## src/design/rrilg_pkg.sv

```systemverilog
// shared types and constants for the lagged random rr interval generator
// no dependencies; imported by every module of the block
package rrilg_pkg;

  localparam int IV_W        = 18;  // interval width, 16 fraction bits
  localparam int SP_W        = 16;  // spread width
  localparam int LAG_W       = 5;   // lag register width
  localparam int FRAC_W      = 16;  // random fraction width
  localparam int CFG_DW      = 32;  // config data width
  localparam int CFG_AW      = 4;   // config byte address width
  localparam int DEF_MAX_LAG = 16;

  localparam logic [IV_W-1:0]  MEAN_RST   = IV_W'(56361);
  localparam logic [SP_W-1:0]  SPREAD_RST = SP_W'(4588);
  localparam logic [LAG_W-1:0] LAG_RST    = LAG_W'(6);
  localparam logic [IV_W-1:0]  IV_MAX     = '1;

  // register indexes (byte address / 4)
  localparam logic [1:0] REG_MEAN   = 2'd0;
  localparam logic [1:0] REG_SPREAD = 2'd1;
  localparam logic [1:0] REG_LAG    = 2'd2;

  // history access request from the sequencer
  typedef struct packed {
    logic            rd_en;
    logic            wr_en;
    logic [IV_W-1:0] wr_data;
  } hist_req_t;

endpackage

```

## src/design/rrilg_hist.sv

```systemverilog
// interval history: circular memory with per-entry valid bits and write pointer
// depends on rrilg_pkg; entries not written since restart read as the mean
module rrilg_hist #(
  parameter int MAX_LAG = rrilg_pkg::DEF_MAX_LAG
) (
  input  logic                        clk,
  input  logic                        rst_n,
  input  logic                        restart,
  input  rrilg_pkg::hist_req_t        req,
  input  logic [rrilg_pkg::LAG_W-1:0] lag,
  input  logic [rrilg_pkg::IV_W-1:0]  mean,
  output logic [rrilg_pkg::IV_W-1:0]  rd_data
);
  import rrilg_pkg::*;

  localparam int AW = (MAX_LAG > 1) ? $clog2(MAX_LAG) : 1;
  localparam int CW = ($clog2(2 * MAX_LAG) + 1 > LAG_W) ? $clog2(2 * MAX_LAG) + 1 : LAG_W + 1;

  logic [IV_W-1:0]    mem [MAX_LAG];
  logic [MAX_LAG-1:0] valid_r;
  logic [AW-1:0]      wp_r;
  logic [IV_W-1:0]    raw_r;
  logic               rvalid_r;

  logic [CW-1:0] lag_ext;
  logic [CW-1:0] eff_lag;
  logic [CW-1:0] wp_ext;
  logic [CW-1:0] ridx_full;
  logic [AW-1:0] ridx;

  // clamp lag into 1..MAX_LAG, then step back from the write pointer
  always_comb begin
    lag_ext = CW'(lag);
    if (lag_ext == '0) begin
      eff_lag = CW'(1);
    end else if (lag_ext > CW'(MAX_LAG)) begin
      eff_lag = CW'(MAX_LAG);
    end else begin
      eff_lag = lag_ext;
    end
    wp_ext = CW'(wp_r);
    if (wp_ext >= eff_lag) begin
      ridx_full = wp_ext - eff_lag;
    end else begin
      ridx_full = wp_ext + CW'(MAX_LAG) - eff_lag;
    end
    ridx = ridx_full[AW-1:0];
  end

  always_ff @(posedge clk) begin
    if (req.wr_en) begin
      mem[wp_r] <= req.wr_data;
    end
    if (req.rd_en) begin
      raw_r <= mem[ridx];
    end
  end

  always_ff @(posedge clk) begin
    if (!rst_n || restart) begin
      valid_r  <= '0;
      wp_r     <= '0;
      rvalid_r <= 1'b0;
    end else begin
      if (req.rd_en) begin
        rvalid_r <= valid_r[ridx];
      end
      if (req.wr_en) begin
        valid_r[wp_r] <= 1'b1;
        if (wp_r == AW'(MAX_LAG - 1)) begin
          wp_r <= '0;
        end else begin
          wp_r <= wp_r + AW'(1);
        end
      end
    end
  end

  assign rd_data = rvalid_r ? raw_r : mean;

endmodule

```

## src/design/rrilg_core.sv

```systemverilog
// sequencer with one shared 16x16 multiplier and a bit-pair square root step
// depends on rrilg_pkg; drives history requests and holds the result register
module rrilg_core (
  input  logic                         clk,
  input  logic                         rst_n,
  input  logic                         in_valid,
  output logic                         in_stall,
  input  logic [rrilg_pkg::FRAC_W-1:0] in_random_fraction,
  output logic                         out_valid,
  input  logic                         out_stall,
  output logic [rrilg_pkg::IV_W-1:0]   out_interval,
  output logic                         out_held,
  input  logic [rrilg_pkg::IV_W-1:0]   mean,
  input  logic [rrilg_pkg::SP_W-1:0]   spread,
  input  logic [rrilg_pkg::IV_W-1:0]   past,
  output rrilg_pkg::hist_req_t         hreq
);
  import rrilg_pkg::*;

  localparam logic [3:0] S_IDLE = 4'd0;
  localparam logic [3:0] S_READ = 4'd1;
  localparam logic [3:0] S_DIST = 4'd2;
  localparam logic [3:0] S_MUL1 = 4'd3;
  localparam logic [3:0] S_MUL2 = 4'd4;
  localparam logic [3:0] S_SQRT = 4'd5;
  localparam logic [3:0] S_MUL3 = 4'd6;
  localparam logic [3:0] S_FIN  = 4'd7;
  localparam logic [3:0] S_DONE = 4'd8;

  localparam int RW = 2 * SP_W;  // radicand width
  localparam int MW = 2 * SP_W;  // product width

  logic [3:0]        state_r;
  logic [3:0]        cnt_r;
  logic [FRAC_W-1:0] frac_r;
  logic [IV_W-1:0]   dist_r;
  logic [RW-1:0]     acc_r;
  logic [SP_W+1:0]   rem_r;
  logic [SP_W-1:0]   root_r;
  logic [SP_W:0]     off_r;
  logic [IV_W-1:0]   result_r;
  logic              held_r;
  logic              out_valid_r;
  logic [IV_W-1:0]   out_interval_r;
  logic              out_held_r;

  logic [SP_W-1:0] mul_a;
  logic [SP_W-1:0] mul_b;
  logic [MW-1:0]   prod;
  logic [IV_W-1:0] deviation;
  logic [SP_W+3:0] rem_sh;
  logic [SP_W+3:0] trial;
  logic            ge;
  logic [SP_W+3:0] rem_sub;
  logic signed [IV_W+1:0] val;
  logic            accept;
  logic            out_free;

  assign accept   = in_valid && (state_r == S_IDLE);
  assign out_free = !out_valid_r || !out_stall;
  assign in_stall = (state_r != S_IDLE);

  // shared multiplier operand select
  always_comb begin
    case (state_r)
      S_MUL2: begin
        mul_a = dist_r[SP_W-1:0];
        mul_b = dist_r[SP_W-1:0];
      end
      S_MUL3: begin
        mul_a = root_r;
        mul_b = frac_r;
      end
      default: begin
        mul_a = spread;
        mul_b = spread;
      end
    endcase
  end
  assign prod = MW'(mul_a) * MW'(mul_b);

  assign deviation = (past >= mean) ? (past - mean) : (mean - past);

  // one bit-pair step of the restoring square root
  assign rem_sh  = {rem_r, acc_r[RW-1 -: 2]};
  assign trial   = {2'b00, root_r, 2'b01};
  assign ge      = (rem_sh >= trial);
  assign rem_sub = rem_sh - trial;

  assign val = $signed({2'b00, mean}) - $signed({4'b0000, root_r})
             + $signed({3'b000, off_r});

  always_ff @(posedge clk) begin
    case (state_r)
      S_IDLE: begin
        if (accept) begin
          frac_r <= in_random_fraction;
        end
      end
      S_DIST: begin
        dist_r   <= deviation;
        result_r <= past;
        held_r   <= (deviation > IV_W'(spread));
      end
      S_MUL1: begin
        acc_r <= prod;
      end
      S_MUL2: begin
        acc_r  <= acc_r - prod;
        rem_r  <= '0;
        root_r <= '0;
      end
      S_SQRT: begin
        rem_r  <= ge ? rem_sub[SP_W+1:0] : rem_sh[SP_W+1:0];
        root_r <= {root_r[SP_W-2:0], ge};
        acc_r  <= {acc_r[RW-3:0], 2'b00};
      end
      S_MUL3: begin
        off_r <= prod[MW-1 -: SP_W+1];  // 2*b*frac >> 16
      end
      S_FIN: begin
        if (val[IV_W+1]) begin
          result_r <= '0;
        end else if (val[IV_W]) begin
          result_r <= IV_MAX;
        end else begin
          result_r <= val[IV_W-1:0];
        end
      end
      S_DONE: begin
        if (out_free) begin
          out_interval_r <= result_r;
          out_held_r     <= held_r;
        end
      end
      default: begin
      end
    endcase
  end

  always_ff @(posedge clk) begin
    if (!rst_n) begin
      state_r     <= S_IDLE;
      cnt_r       <= '0;
      out_valid_r <= 1'b0;
    end else begin
      if ((state_r == S_DONE) && out_free) begin
        out_valid_r <= 1'b1;
      end else if (out_valid_r && !out_stall) begin
        out_valid_r <= 1'b0;
      end
      unique case (state_r)
        S_IDLE: begin
          if (accept) begin
            state_r <= S_READ;
          end
        end
        S_READ: state_r <= S_DIST;
        S_DIST: begin
          state_r <= (deviation > IV_W'(spread)) ? S_DONE : S_MUL1;
        end
        S_MUL1: state_r <= S_MUL2;
        S_MUL2: begin
          state_r <= S_SQRT;
          cnt_r   <= '0;
        end
        S_SQRT: begin
          cnt_r <= cnt_r + 4'd1;
          if (cnt_r == 4'hf) begin
            state_r <= S_MUL3;
          end
        end
        S_MUL3: state_r <= S_FIN;
        S_FIN:  state_r <= S_DONE;
        S_DONE: begin
          if (out_free) begin
            state_r <= S_IDLE;
          end
        end
        default: state_r <= S_IDLE;
      endcase
    end
  end

  always_comb begin
    hreq.rd_en   = accept;
    hreq.wr_en   = (state_r == S_DONE) && out_free;
    hreq.wr_data = result_r;
  end

  assign out_valid    = out_valid_r;
  assign out_interval = out_interval_r;
  assign out_held     = out_held_r;

endmodule

```

## src/design/rr_interval_lagged_random_generator.sv

```systemverilog
// lagged random rr interval generator: one transaction at a time; in_stall stays high from
// acceptance until the result is loaded into the output register, and a held lagged interval
// skips the arithmetic; busy time is set by the 16-step square root and three passes through one multiplier
// reset (synchronous, rst_n low): registers to defaults, history reads as mean, pointer zero
// a register write refills the history the same way, at once, with no clearing pass
// depends on rrilg_pkg, rrilg_hist, rrilg_core
module rr_interval_lagged_random_generator #(
  parameter int MAX_LAG = rrilg_pkg::DEF_MAX_LAG
) (
  input  logic                         clk,
  input  logic                         rst_n,
  // input channel
  input  logic                         in_valid,
  output logic                         in_stall,
  input  logic [rrilg_pkg::FRAC_W-1:0] in_random_fraction,
  // result channel
  output logic                         out_valid,
  input  logic                         out_stall,
  output logic [rrilg_pkg::IV_W-1:0]   out_interval,
  output logic                         out_held,
  // configuration port
  input  logic                         cfg_psel,
  input  logic                         cfg_penable,
  input  logic                         cfg_pwrite,
  input  logic [rrilg_pkg::CFG_AW-1:0] cfg_paddr,
  input  logic [rrilg_pkg::CFG_DW-1:0] cfg_pwdata,
  output logic [rrilg_pkg::CFG_DW-1:0] cfg_prdata,
  output logic                         cfg_pready
);
  import rrilg_pkg::*;

  logic [IV_W-1:0]  mean_r;
  logic [SP_W-1:0]  spread_r;
  logic [LAG_W-1:0] lag_r;

  logic        cfg_wr;
  logic [1:0]  cfg_idx;
  logic        restart;
  hist_req_t   hreq;
  logic [IV_W-1:0] past;

  // register file, single access phase write, no wait states
  assign cfg_pready = 1'b1;
  assign cfg_idx    = cfg_paddr[3:2];
  assign cfg_wr     = cfg_psel && cfg_penable && cfg_pwrite;

  // a write to any real register restarts generation; unused addresses are ignored
  always_comb begin
    unique case (cfg_idx)
      REG_MEAN, REG_SPREAD, REG_LAG: restart = cfg_wr;
      default:                       restart = 1'b0;
    endcase
  end

  always_ff @(posedge clk) begin
    if (!rst_n) begin
      mean_r   <= MEAN_RST;
      spread_r <= SPREAD_RST;
      lag_r    <= LAG_RST;
    end else if (cfg_wr) begin
      unique case (cfg_idx)
        REG_MEAN:   mean_r   <= cfg_pwdata[IV_W-1:0];
        REG_SPREAD: spread_r <= cfg_pwdata[SP_W-1:0];
        REG_LAG:    lag_r    <= cfg_pwdata[LAG_W-1:0];
        default: begin
        end
      endcase
    end
  end

  // readback
  always_comb begin
    unique case (cfg_idx)
      REG_MEAN:   cfg_prdata = CFG_DW'(mean_r);
      REG_SPREAD: cfg_prdata = CFG_DW'(spread_r);
      REG_LAG:    cfg_prdata = CFG_DW'(lag_r);
      default:    cfg_prdata = '0;
    endcase
  end

  // history of past intervals, read at the edge that accepts the transaction
  rrilg_hist #(
    .MAX_LAG (MAX_LAG)
  ) u_hist (
    .clk     (clk),
    .rst_n   (rst_n),
    .restart (restart),
    .req     (hreq),
    .lag     (lag_r),
    .mean    (mean_r),
    .rd_data (past)
  );

  // sequencer and shared arithmetic; result register decouples the two channels
  rrilg_core u_core (
    .clk                (clk),
    .rst_n              (rst_n),
    .in_valid           (in_valid),
    .in_stall           (in_stall),
    .in_random_fraction (in_random_fraction),
    .out_valid          (out_valid),
    .out_stall          (out_stall),
    .out_interval       (out_interval),
    .out_held           (out_held),
    .mean               (mean_r),
    .spread             (spread_r),
    .past               (past),
    .hreq               (hreq)
  );

endmodule
```

## config.mk

```make
export PLATFORM = sky130hd
export DESIGN_NAME = rr_interval_lagged_random_generator
export DESIGN_NICKNAME = d
export VERILOG_FILES = /design/src/design/rrilg_pkg.sv /design/src/design/rrilg_hist.sv /design/src/design/rrilg_core.sv /design/src/design/rr_interval_lagged_random_generator.sv
export SDC_FILE = /design/constraint.sdc
export NUM_CORES = 2
export LEC_CHECK = 0
export BUFFER_PORTS_ARGS = -buffer_cell sky130_fd_sc_hd__buf_2
export CORE_ASPECT_RATIO = 0.5
export CORE_MARGIN = 2
export CORE_UTILIZATION = 30
export CTS_CLUSTER_SIZE = 30
export DETAILED_ROUTE_END_ITERATION = 8
export PLACE_DENSITY_LB_ADDON = 0.12
export REMOVE_ABC_BUFFERS = 1
export SETUP_SLACK_MARGIN = 0.5
export SLEW_MARGIN = 40
export SYNTH_ARGS = -nofsm -noshare
export SYNTH_HDL_FRONTEND = slang
export SYNTH_SLANG_ARGS = --single-unit
```

## constraint.sdc

```tcl
create_clock -name clk -period 11.4 [get_ports clk]
set_input_delay 2.28 -clock clk [delete_from_list [all_inputs] [get_ports clk]]
set_output_delay 2.28 -clock clk [all_outputs]
set_load 0.02 [all_outputs]
```

==> flow_summary.json <==
{
  "holdCritPathClass": "flop to flop",
  "htreeDepth": 2,
  "synth_area_leaders": "edfxtp_1 38%, fa_1 11%, ha_1 8.5%, mux4_2 4.8%, inv_1 3.9%",
  "port_buffers": 81,
  "ys.flop_type": "edfxtp_1",
  "slowest_stage": "nor2b_1",
  "coreArea_mm2": 0.118,
  "skew_ns": 0.0495,
  "place_area_mm2": 0.0384,
  "overflow": 0,
  "tns_ns": 0,
  "crit_type": "flop to flop",
  "ios": 113,
  "antenna_found_initial": 0,
  "min_from": "u_core.held_r$_DFFE_PP_",
  "placedCellCount": 4880,
  "numCtsBuffers": 55,
  "end_kind": "flop",
  "final_cells": 4986,
  "ys_warn_count": 0,
  "drive_above_1_share": 0.126,
  "die_w_um": 493,
  "finalCritPeriodShare": 0.896,
  "track_usage": 0.175,
  "critPathMostFrequentCell": "fa_1",
  "vias": 24464,
  "worst-path-max-fanout": 9,
  "crit_start": "u_core.state_r[2]$_SDFFE_PN0P_",
  "postCtsHoldBufs": 0,
  "finalPower_mw": 11.7,
  "ys_seq_elements": 528,
  "grt.busiest_layer": "met2",
  "use_met2": 0.293,
  "seq_area_frac_synth": 0.422,
  "grt_pass1_vias": 25217,
  "netlist_area_mm2": 0.0359,
  "viasPerCell": 4.91,
  "powerDensity_mw_per_mm2": 288,
  "worstPathArrival_ns": 10.60,
  "irDropWorstVdd_uv": 514,
  "initial_core_util": 0.303,
  "dp_hpwl_um": 78500,
  "insertion_delay_ns": 0.66,
  "avgSynthCellArea_um2": 11.0,
  "finalHoldViolations": 0,
  "p_leak_nw": 16.4,
  "cts_root_buffer": "clkbuf_16",
  "drt_wl_total_um": 108000,
  "drtAntennaViolNets": 0,
  "drt-initial-drc-count": 1695,
  "dr.pass1.iters": 5,
  "dp_slack_ns": 0.699,
  "grt_max_degree": 65,
  "wl_per_cell_um": 21.7,
  "syn2layout_area_growth_pct": 12.6,
  "grt_pass1_wl_um": 162000,
  "critical-path-max-stage-delay_ns": 0.66,
  "synth.top_cell.area_share": 0.384,
  "numClockSinks": 528,
  "slew_viol_final": 0,
  "required_ns": 11.79,
  "n_fill_cell": 11864,
  "synth_edf_count": 459,
  "met3_usage": 0.0270,
  "rows": 89,
  "crit-reg2reg-launch": "u_core.state_r[2]$_SDFFE_PN0P_",
  "cts_tree": "done",
  "grt_use_met1": 0.239,
  "die_y_um": 249,
  "status": "finished, final reports clean",
  "setup_viol": 0,
  "rsz0062_at_grt": "false",
  "path_clk_slew_ns": 0.07,
  "synth_async_sr_flop_share": 0,
  "final_nets": 3852,
  "finalCriticalPeriod_ns": 10.21,
  "yosysTopAreaCell": "edfxtp_1",
  "relSlewSlack": 0.422,
  "max_freq_mhz": 97.9,
  "setup_slack_ns": 1.19,
  "hold_depth": 0,
  "cp-start-kind": "flop",
  "die-area_mm2": 0.123,
  "ff2ff_path_depth": 39,
  "synth.distinct_cells": 91,
  "worst_slew_pin_slew_ns": 0.862,
  "cts_buffer_depth": 3,
  "synthCells": 3269,
  "place_congestion": 0.884,
  "drcViolationCount": 0,
  "maxCapViolations": 0,
  "design_area_mm2": 0.0404
}
[cell type report]
| type | count | area [um^2] | area share |
|---|---|---|---|
| antenna | 1 | 2.50 | 0.0000619 |
| clock buffer | 67 | 1450 | 0.0359 |
| clock inverter | 33 | 389 | 0.00962 |
| inverter | 377 | 1420 | 0.0350 |
| multi-input combinational | 2223 | 18900 | 0.468 |
| sequential | 528 | 15200 | 0.375 |
| tap | 1592 | 1990 | 0.0492 |
| timing repair buffer | 165 | 1090 | 0.0269 |
[power breakdown]
group	internal, mW	leakage, nW	switching [mW]	total, mW
logic	2.95	10.7	4.39	7.35
clock network	1.05	0.905	0.826	1.88
registers	2.38	4.76	0.0601	2.44
total	6.38	16.4	5.28	11.7
[critical path, delay by kind of cell, from the launching register on]
family,cells,cell delay (ns)
fa+ha+maj,8,3.77
compound gates,12,2.39
simple gates,9,1.89
buf+inv,8,0.95
flops,1,0.47
xor+xnor,1,0.27
mux,1,0.19
[synth_stat cells (all sizes together), types with 67 or more instances]
| master | number |
|---|---|
| inv | 377 |
| mux2i | 84 |
| dfxtp | 69 |
| nand2 | 279 |
| fa | 200 |
| o21ai | 146 |
| nor2 | 320 |
| edfxtp | 459 |
| a21o | 90 |
| clkbuf | 110 |
| mux4 | 76 |
| nor2b | 67 |
| ha | 243 |
| a21oi | 145 |
[worst paths after layout]
path	slack [ns]	end
min reg2reg	0.44	u_core.out_held$_DFFE_PP_
max	1.19	u_core.acc_r[31]$_DFFE_PP_
max reg2reg	1.19	u_core.acc_r[31]$_DFFE_PP_
min	0.44	u_core.out_held$_DFFE_PP_
[cell usage in the layout (no fill, tap or decap), types with 45 or more instances in the layout]
cell       synthesis  routed
edfxtp_1         459     459
nand2_1          279     278
fa_1             200     199
a21o_1            89      89
nor2_1           320     301
buf_2             12      81
inv_1            377     375
xnor2_1           62      61
mux2i_1           84      84
dfxtp_1           69      67
o21ai_0          131     126
ha_1             243     242
mux4_2            76      76
clkbuf_16          0      55
nor2b_1           66      60
buf_4             19      77
a211oi_1          45      45
xor2_1            48      47
a21oi_1          144     139
[metal layers]
layer  vias to the layer above  share of wire
li1                      11593              -
met1                     12421           0.46
met2                       339           0.48
met3                       111          0.035
met4                         0          0.024
met5                         -              0
[state kept, by name, summed over array words and instances (netlist names), 5 cells and up]
register / cells
mean_r: 18
u_core.root_r: 16
u_hist.valid_r: 16
u_core.result_r: 18
u_hist.raw_r: 18
u_core.rem_r: 18
u_hist.mem: 288
u_core.acc_r: 32
u_core.frac_r: 16
u_core.dist_r: 16
u_core.off_r: 17
spread_r: 16
u_core.out_interval: 18
lag_r: 5
[stage by stage]
stage	hold slack (ns)	utilization
6_report	0.441	0.342
5_1_grt	0.455	0.342
4_1_cts	0.440	0.340
3_5_place_dp	0.418	0.325
3_3_place_gp	0.420	0.324
2_1_floorplan	0.400	-
[cells by family (layout without fill, tap and decap cells)]
family,after synthesis,after routing,synth area share
DFF,528,528,0.422
muxes,163,163,0.0720
AOI/OAI and AO/OA,626,626,0.115
other,2,16,0.000209
xor gates and xnor gates,111,111,0.0273
buffers and inverters,532,642,0.0592
adders and majority gates,445,445,0.197
and+or+nand+nor,862,863,0.108
[timing repair]
| item | 4_1_cts | 5_1_grt |
|---|---|---|
| endpoints found under the setup margin | 0 | 6 |
| buffers inserted | 0 | 3 |
| gates resized for setup | 0 | 19 |
Note: power is estimated with default switching activity, not from simulation.
